===== src/hw/rtl/rhsm_pkg.sv =====
// ---------------------------------------------------------------------------
// Rolling hash matcher package
// Hash constants and the request/response types of the modular multiplier.
// ---------------------------------------------------------------------------
package rhsm_pkg;

  localparam int HASH_W = 30;
  localparam int MULT_W = 9;
  localparam int PROD_W = 39;
  localparam int QUOT_W = 10;
  localparam int MU_W   = 31;

  localparam logic [HASH_W-1:0] HASH_MOD  = 30'h3C069143;
  localparam logic [MULT_W-1:0] HASH_BASE = 9'd257;

  // Barrett factor floor(2^60 / modulus)
  localparam logic [MU_W-1:0] BARRETT_MU =
    31'(64'h1000_0000_0000_0000 / 64'h0000_0000_3C06_9143);

  // One (a * k + add) mod HASH_MOD request
  typedef struct packed {
    logic              valid;
    logic [HASH_W-1:0] a;
    logic [MULT_W-1:0] k;
    logic [7:0]        add;
  } mm_req_t;

  typedef struct packed {
    logic              valid;
    logic [HASH_W-1:0] value;
  } mm_rsp_t;

endpackage


===== src/hw/rtl/rhsm_modmul.sv =====
// ---------------------------------------------------------------------------
// Modular multiply-add unit
// Five-stage pipeline computing (a * k + add) mod HASH_MOD with a Barrett
// quotient estimate and two correction steps.
// ---------------------------------------------------------------------------
module rhsm_modmul
  import rhsm_pkg::*;
(
  input  logic    clk,
  input  logic    rst_n,
  input  mm_req_t req,
  output mm_rsp_t rsp
);

  logic [4:0]        vld_r;
  logic [PROD_W-1:0] p1_r;
  logic [PROD_W-1:0] p2_r;
  logic [QUOT_W-1:0] q_r;
  logic [31:0]       r3_r;
  logic [31:0]       r4_r;
  logic [HASH_W-1:0] r5_r;

  logic [QUOT_W+MU_W-1:0] q_prod;
  logic [PROD_W-1:0]      qm;

  // Estimate the quotient from the top bits of the product
  assign q_prod = (QUOT_W+MU_W)'(p1_r[PROD_W-1:PROD_W-QUOT_W]) *
                  (QUOT_W+MU_W)'(BARRETT_MU);
  assign qm     = PROD_W'(q_r) * PROD_W'(HASH_MOD);

  // Advance valid flags
  always_ff @(posedge clk) begin
    if (!rst_n) begin
      vld_r <= '0;
    end else begin
      vld_r <= {vld_r[3:0], req.valid};
    end
  end

  // Multiply, estimate, subtract, correct twice
  always_ff @(posedge clk) begin
    p1_r <= PROD_W'(req.a) * PROD_W'(req.k) + PROD_W'(req.add);
    p2_r <= p1_r;
    q_r  <= q_prod[QUOT_W+MU_W-1:MU_W];
    r3_r <= 32'(p2_r - qm);
    r4_r <= (r3_r >= 32'(HASH_MOD)) ? r3_r - 32'(HASH_MOD) : r3_r;
    r5_r <= (r4_r >= 32'(HASH_MOD)) ? HASH_W'(r4_r - 32'(HASH_MOD)) : HASH_W'(r4_r);
  end

  assign rsp.valid = vld_r[4];
  assign rsp.value = r5_r;

endmodule


===== src/hw/rtl/rolling_hash_substring_matcher_top.sv =====
// ---------------------------------------------------------------------------
// Rolling hash substring matcher
// Streaming base-257 rolling hash search with byte-wise match confirmation.
// ---------------------------------------------------------------------------
// Load a pattern with pattern beats (tuser = 0, tlast on its final byte),
// then stream text beats (tuser = 1, tlast on the final byte of a text).
// Each match gives one result beat with its start position; a text that
// ends before it holds as many bytes as the pattern gives an error beat
// (tuser = 1, position 0). Beats are handled one at a time. The cost per
// beat is set by the modular multiply pipeline, used serially: a pattern
// byte takes one pass for its hash, after one for the power once the
// power must also advance; a text byte takes one pass until the window
// is full and two after, and a hash hit adds a byte-wise compare through
// the pattern and window memories. A text beat that is not dropped also
// waits while the previous result beat is still held on the output.
// Pattern bytes beyond the store and dropped text beats never leave the
// idle state. Text beats before a full pattern has been loaded are dropped.
// Pattern and window storage need no clear after reset: only entries
// written since the last pattern start are read.
// ---------------------------------------------------------------------------
module rolling_hash_substring_matcher_top
  import rhsm_pkg::*;
#(
  parameter int MAX_PATTERN = 64,
  parameter int POS_BITS    = 32
) (
  input  logic        clk,
  input  logic        rst_n,
  input  logic        in_tvalid,
  output logic        in_tready,
  input  logic [7:0]  in_tdata,   // [7:0] data_byte
  input  logic        in_tuser,   // [0] func
  input  logic        in_tlast,
  output logic        out_tvalid,
  input  logic        out_tready,
  output logic [31:0] out_tdata,  // [31:0] position
  output logic        out_tuser   // [0] kind
);

  localparam int LW = $clog2(MAX_PATTERN + 1);
  localparam int AW = (MAX_PATTERN > 1) ? $clog2(MAX_PATTERN) : 1;
  localparam int CW = (POS_BITS > LW) ? POS_BITS : LW;

  typedef enum logic [3:0] {
    S_IDLE,
    S_PAT_POW,
    S_PAT_HASH,
    S_TXT_RD,
    S_TXT_DROP,
    S_TXT_SUB,
    S_TXT_HASH,
    S_TXT_EVAL,
    S_CMP_RD,
    S_CMP_CHK,
    S_FIN
  } state_t;

  state_t            state_r;
  logic [LW-1:0]     len_r;
  logic              done_r;
  logic [HASH_W-1:0] phash_r;
  logic [HASH_W-1:0] power_r;
  logic [HASH_W-1:0] thash_r;
  logic [AW-1:0]     slot_r;
  logic [POS_BITS-1:0] count_r;
  logic [7:0]        byte_r;
  logic              last_r;
  logic              sat_r;
  logic              match_r;
  logic [AW-1:0]     j_r;
  logic [AW-1:0]     widx_r;
  logic              out_valid_r;
  logic              out_kind_r;
  logic [31:0]       out_pos_r;

  logic [7:0] pmem [MAX_PATTERN];
  logic [7:0] wmem [MAX_PATTERN];
  logic [7:0] pmem_q;
  logic [7:0] wmem_q;

  mm_req_t mm_req;
  mm_rsp_t mm_rsp;

  logic              in_acc;
  logic [LW-1:0]     len_eff;
  logic [HASH_W-1:0] phash_eff;
  logic              pat_room;
  logic              txt_ok;
  logic              out_free;
  logic              out_load;
  logic              count_lt_m;
  logic [CW-1:0]     pos_diff;
  logic              pmem_we;
  logic              wmem_we;
  logic [AW-1:0]     wmem_raddr;

  assign in_tready  = (state_r == S_IDLE);
  assign in_acc     = in_tvalid && in_tready;
  assign len_eff    = done_r ? '0 : len_r;
  assign phash_eff  = done_r ? '0 : phash_r;
  assign pat_room   = (len_eff < LW'(MAX_PATTERN));
  assign txt_ok     = done_r && (len_r != '0);
  assign out_free   = !out_valid_r || out_tready;
  assign out_load   = (state_r == S_FIN) && out_free && (match_r || (last_r && count_lt_m));
  assign count_lt_m = (CW'(count_r) < CW'(len_r));
  assign pos_diff   = CW'(count_r) - CW'(len_r);

  assign out_tvalid = out_valid_r;
  assign out_tuser  = out_kind_r;
  assign out_tdata  = out_pos_r;

  // Issue multiplier requests
  always_comb begin
    mm_req       = '0;
    mm_req.a     = power_r;
    mm_req.k     = HASH_BASE;
    mm_req.add   = 8'd0;
    case (state_r)
      S_IDLE: begin
        if (in_acc && !in_tuser && pat_room) begin
          mm_req.valid = 1'b1;
          if (len_eff == '0) begin
            mm_req.a   = phash_eff;
            mm_req.add = in_tdata;
          end
        end
      end
      S_PAT_POW: begin
        mm_req.valid = mm_rsp.valid;
        mm_req.a     = phash_r;
        mm_req.add   = byte_r;
      end
      S_TXT_RD: begin
        mm_req.valid = 1'b1;
        if (count_lt_m) begin
          mm_req.a   = thash_r;
          mm_req.add = byte_r;
        end else begin
          mm_req.k   = {1'b0, wmem_q};
        end
      end
      S_TXT_SUB: begin
        mm_req.valid = 1'b1;
        mm_req.a     = thash_r;
        mm_req.add   = byte_r;
      end
      default: begin
        mm_req.valid = 1'b0;
      end
    endcase
  end

  rhsm_modmul u_modmul (
    .clk   (clk),
    .rst_n (rst_n),
    .req   (mm_req),
    .rsp   (mm_rsp)
  );

  // Memory controls
  assign pmem_we    = (state_r == S_IDLE) && in_acc && !in_tuser && pat_room;
  assign wmem_we    = (state_r == S_TXT_HASH) && mm_rsp.valid;
  assign wmem_raddr = (state_r == S_CMP_RD) ? widx_r : slot_r;

  // Pattern memory
  always_ff @(posedge clk) begin
    if (pmem_we) begin
      pmem[AW'(len_eff)] <= in_tdata;
    end
    pmem_q <= pmem[j_r];
  end

  // Window memory
  always_ff @(posedge clk) begin
    if (wmem_we) begin
      wmem[slot_r] <= byte_r;
    end
    wmem_q <= wmem[wmem_raddr];
  end

  // Sequencer and output register
  always_ff @(posedge clk) begin
    if (!rst_n) begin
      state_r     <= S_IDLE;
      len_r       <= '0;
      done_r      <= 1'b1;
      phash_r     <= '0;
      power_r     <= HASH_W'(1);
      thash_r     <= '0;
      slot_r      <= '0;
      count_r     <= '0;
      sat_r       <= 1'b0;
      match_r     <= 1'b0;
      j_r         <= '0;
      widx_r      <= '0;
      out_valid_r <= 1'b0;
    end else begin
      // Drop a result once taken, unless a new one replaces it
      if (out_valid_r && out_tready && !out_load) begin
        out_valid_r <= 1'b0;
      end
      case (state_r)
        S_IDLE: begin
          if (in_acc) begin
            byte_r <= in_tdata;
            last_r <= in_tlast;
            if (!in_tuser) begin
              // Start a new pattern and forget the text
              if (done_r) begin
                len_r   <= '0;
                phash_r <= '0;
                power_r <= HASH_W'(1);
                slot_r  <= '0;
                thash_r <= '0;
                count_r <= '0;
              end
              // Close the pattern on its last byte, keep it open otherwise
              done_r <= in_tlast;
              if (pat_room) begin
                state_r <= (len_eff != '0) ? S_PAT_POW : S_PAT_HASH;
              end
            end else if (txt_ok) begin
              state_r <= S_TXT_RD;
            end
          end
        end
        S_PAT_POW: begin
          if (mm_rsp.valid) begin
            power_r <= mm_rsp.value;
            state_r <= S_PAT_HASH;
          end
        end
        S_PAT_HASH: begin
          if (mm_rsp.valid) begin
            phash_r <= mm_rsp.value;
            len_r   <= len_r + LW'(1);
            state_r <= S_IDLE;
          end
        end
        S_TXT_RD: begin
          state_r <= count_lt_m ? S_TXT_HASH : S_TXT_DROP;
        end
        S_TXT_DROP: begin
          // Remove the oldest byte's weight from the hash
          if (mm_rsp.valid) begin
            if (thash_r >= mm_rsp.value) begin
              thash_r <= thash_r - mm_rsp.value;
            end else begin
              thash_r <= HASH_MOD - (mm_rsp.value - thash_r);
            end
            state_r <= S_TXT_SUB;
          end
        end
        S_TXT_SUB: begin
          state_r <= S_TXT_HASH;
        end
        S_TXT_HASH: begin
          if (mm_rsp.valid) begin
            thash_r <= mm_rsp.value;
            if ((LW'(slot_r) + LW'(1)) >= len_r) begin
              slot_r <= '0;
            end else begin
              slot_r <= slot_r + AW'(1);
            end
            sat_r <= &count_r;
            if (!(&count_r)) begin
              count_r <= count_r + POS_BITS'(1);
            end
            state_r <= S_TXT_EVAL;
          end
        end
        S_TXT_EVAL: begin
          match_r <= 1'b0;
          widx_r  <= slot_r;
          j_r     <= '0;
          if (!sat_r && !count_lt_m && (thash_r == phash_r)) begin
            state_r <= S_CMP_RD;
          end else begin
            state_r <= S_FIN;
          end
        end
        S_CMP_RD: begin
          state_r <= S_CMP_CHK;
        end
        S_CMP_CHK: begin
          // Confirm the hit one byte at a time, oldest window byte first
          if (pmem_q != wmem_q) begin
            state_r <= S_FIN;
          end else if ((LW'(j_r) + LW'(1)) == len_r) begin
            match_r <= 1'b1;
            state_r <= S_FIN;
          end else begin
            j_r <= j_r + AW'(1);
            if ((LW'(widx_r) + LW'(1)) >= len_r) begin
              widx_r <= '0;
            end else begin
              widx_r <= widx_r + AW'(1);
            end
            state_r <= S_CMP_RD;
          end
        end
        S_FIN: begin
          // Hold until the output register is free
          if (out_free) begin
            if (match_r) begin
              out_valid_r <= 1'b1;
              out_kind_r  <= 1'b0;
              out_pos_r   <= 32'(pos_diff);
            end else if (last_r && count_lt_m) begin
              out_valid_r <= 1'b1;
              out_kind_r  <= 1'b1;
              out_pos_r   <= '0;
            end
            if (last_r) begin
              slot_r  <= '0;
              thash_r <= '0;
              count_r <= '0;
            end
            state_r <= S_IDLE;
          end
        end
        default: begin
          state_r <= S_IDLE;
        end
      endcase
    end
  end

endmodule


===== config.mk =====
export PLATFORM = sky130hd
export DESIGN_NAME = rolling_hash_substring_matcher_top
export DESIGN_NICKNAME = d
export VERILOG_FILES = /design/src/hw/rtl/rhsm_pkg.sv /design/src/hw/rtl/rhsm_modmul.sv /design/src/hw/rtl/rolling_hash_substring_matcher_top.sv
export SDC_FILE = /design/constraint.sdc
export NUM_CORES = 2
export LEC_CHECK = 0
export BUFFER_PORTS_ARGS = -buffer_cell sky130_fd_sc_hd__buf_4
export CORE_MARGIN = 3
export CORE_UTILIZATION = 64
export CTS_CLUSTER_DIAMETER = 100
export DETAILED_ROUTE_END_ITERATION = 10
export PLACE_DENSITY = 0.8
export SETUP_SLACK_MARGIN = 0.4
export SLEW_MARGIN = 15
export SYNTH_ARGS = -nofsm -noshare
export SYNTH_HDL_FRONTEND = slang
export SYNTH_SLANG_ARGS = --single-unit

===== constraint.sdc =====
create_clock -name clk -period 10 [get_ports clk]
set_input_delay 1.5 -clock clk [delete_from_list [all_inputs] [get_ports clk]]
set_output_delay 1.5 -clock clk [all_outputs]
set_load 0.01 [all_outputs]

==> results.cfg <==
[run_status]
status = finished clean

[yosys]
yosysSeqAreaShare_pct = 51.6
yosysTopAreaCellShare_pct = 42.3
ys_top_cells_by_area = edfxtp_1 42%, dfxtp_1 9.3%, fa_1 9.0%, mux4_2 8.8%, ha_1 7.1%
synth-seq-cells = 1417
synthTopCellsByCount = 1066 x edfxtp_1, 575 x nor2_1, 534 x inv_1
yosys_warnings = 0
synth_edf_count = 1066
synth_area_leader_cell = edfxtp_1
synth_ff_type = edfxtp_1
async_reset_ff_share_pct = 0
synth_cells = 5783
syn-num-nets = 6566
synth_cell_type_count = 90
netlist_area_mm2 = 0.0757
syn_avg_cell_area_um2 = 13.1
yosysMostFrequentCell = edfxtp_1

[placement]
place.gp.congestion = 1.01
hpwl_mm = 135
portBuffers = 48

[clock_network]
cts.clk_slew.worst_paths_ns = 0.07
tritoncts = yes
cts_root_buf = clkbuf_16
numCtsBuffers = 141
htreeDepth = 4
clockBufferDepth = 3
post_cts_buffers = 0
clock-sinks = 1417
worst_skew_pair.late_latency_ns = 0.82

[sta]
grt_setup_unrepaired = no
fmax_mhz = 107
finalMaxSlewViolations = 0
hold_viol_final = 0
fin_skew_ns = 0.0550
tightest_slew_ns = 1.27
tns_ns = 0
setup_violations = 0
slew_headroom_pct = 15.6
finalCritPeriodShare_pct = 93.1
final.min_clock_period_ns = 9.31

[finish]
syn_to_final_growth_pct = 8.96
nNetsFinal = 6590
regArea_mm2 = 0.0390
multi_input_area_mm2 = 0.0338
nFillCells = 7440
drive_above_1_share_pct = 11.7
final_core_util_pct = 70.6

[global_route]
antenna_found_initial = 11
grt_max_degree = 98
gr-total-overflow = 0
grt_pass1_wl_mm = 311
grt_usage_pct = 34.2
grt_pass1_vias = 49500

[setup_path]
rrSetupSlack_ns = 0.69
worstPathRequired_ns = 10.68
crit_fanout = 16
slowest_delay_ns = 0.58
cp.arrival_ns = 9.99
crit_family = adder cells
start_kind = flip-flop
crit_path_end_kind = flip-flop
path_buf_inv = 7
cpMaxStageDelayCell = or4_4
worstSetupPathType = reg2reg

[detailed_routing]
viasPerCell = 6.67
num_vias = 49700
drt_wl_total_mm = 206
drt-initial-drc-count = 6709
drtPass1Iterations = 11
wl_per_cell_um = 27.7
ant_nets = 0
drc = 0

[power_and_ir_drop]
switching_power_w = 0.00501
intPower_w = 0.0111
swShare_pct = 31.1
power.share.clock_pct = 34.0
combPwrFrac_pct = 21.9
ir_drop_mv = 0.212
p_leak_nw = 32.0
powerDensity_mw_per_mm2 = 195
sequentialPowerShare_pct = 44.1

[floorplan]
dieHeight_um = 350
io_pins = 49
dieWidth_um = 350
initial_core_util_pct = 64.8
fp.dieArea_mm2 = 0.122
rows = 125
coreArea_mm2 = 0.117

[min_path]
hp-class = reg2reg

[job]
max-cap-violations = 0
[kinds of logic after synthesis]
group / share of synthesized area [%]
flip-flops: 51.6
AND/OR/NAND/NOR: 8.42
AO/OA/AOI/OAI: 7.44
buffers and inverters: 3.93
adder cells (fa/ha/maj): 16.1
multiplexers: 9.19
XOR/XNOR: 3.37
[stage by stage]
step,instance area (um^2),setup slack [ns],total power (W),cells,hold WS (ns)
2_1_floorplan,75700,1.56,0.00961,5783,0.310
3_3_place_gp,77700,0.713,0.0106,7188,0.311
3_5_place_dp,77700,0.624,0.0107,7188,0.312
4_1_cts,82500,0.481,0.0161,7444,0.305
5_1_grt,82500,0.417,0.0167,7445,0.301
6_report,82500,0.691,0.0161,7450,0.306
[final cells by class]
cell class              count  share of cell area (%)
repair buffers            122                    1.14
inverters                 535                    2.44
flip-flops and latches   1417                    47.3
clock inverters            84                    1.28
diodes                      6                  0.0182
well taps                1524                    2.31
multi-input cells        3590                    41.0
clock buffers             172                    4.47
[flip-flops by register name, summed over array words and instances, names as in the netlist, 7 cells and up]
signal         flops
phash_r           30
out_tdata         32
u_modmul.q_r      10
len_r              7
wmem_q             8
pmem             512
u_modmul.r4_r     32
u_modmul.p1_r     39
u_modmul.p2_r     32
wmem             512
byte_r             8
count_r           32
u_modmul.r3_r     32
power_r           30
u_modmul.r5_r     30
thash_r           30
pmem_q             8
[metal layers]
layer,part of all wire (%),vias up,GRT usage (%)
met1,36,24700,44.6
met5,0.012,-,0
met2,48,3225,55.1
met3,11,742,8.28
met4,5.4,4,15.3
li1,-,21000,-
[path summary, 6_finish.rpt]
kind / start / to / depth (start not counted)
max: count_r[18] / u_modmul.p1_r[32] / 31
min: u_modmul.p1_r[17] / u_modmul.p2_r[17] / 0
max reg2reg: count_r[18] / u_modmul.p1_r[32] / 31
min reg2reg: u_modmul.p1_r[17] / u_modmul.p2_r[17] / 0
[layout by cell type, fill, tap and decap left out, drive strengths merged, types with 18 or more instances in the layout]
cell type / instances
nand2: 322
nand2b: 72
o211ai: 35
nor2: 575
buf: 122
xor2: 130
a21oi: 196
mux2i: 25
clkbuf: 172
a221oi: 40
o21bai: 19
nor2b: 23
inv: 542
nand3: 79
a21boi: 19
and2: 52
a311oi: 18
nor3b: 22
a22oi: 69
clkinv: 60
a21o: 60
a31oi: 41
nor4: 29
or2: 23
or3: 29
xnor2: 159
nand4: 32
fa: 341
a211oi: 63
and3: 22
mux4: 296
edfxtp: 1066
o21ai: 109
a222oi: 18
ha: 428
nor3: 71
o21a: 32
dfxtp: 351
[power by group through the flow]
stage / combinational (W) / clock (W) / sequential (W)
after floorplan: 0.00263 / 0 / 0.00697
after global placement: 0.00338 / 0 / 0.00720
after detailed placement: 0.00345 / 0 / 0.00720
after CTS: 0.00349 / 0.00550 / 0.00708
after global routing: 0.00392 / 0.00570 / 0.00712
final: 0.00352 / 0.00547 / 0.00710
[repair_timing]
item,in CTS,in global routing
endpoints found under the setup margin,0,6
resized for setup,0,8
hold buffers,0,0
No activity file was read; power rests on OpenSTA's default activity.
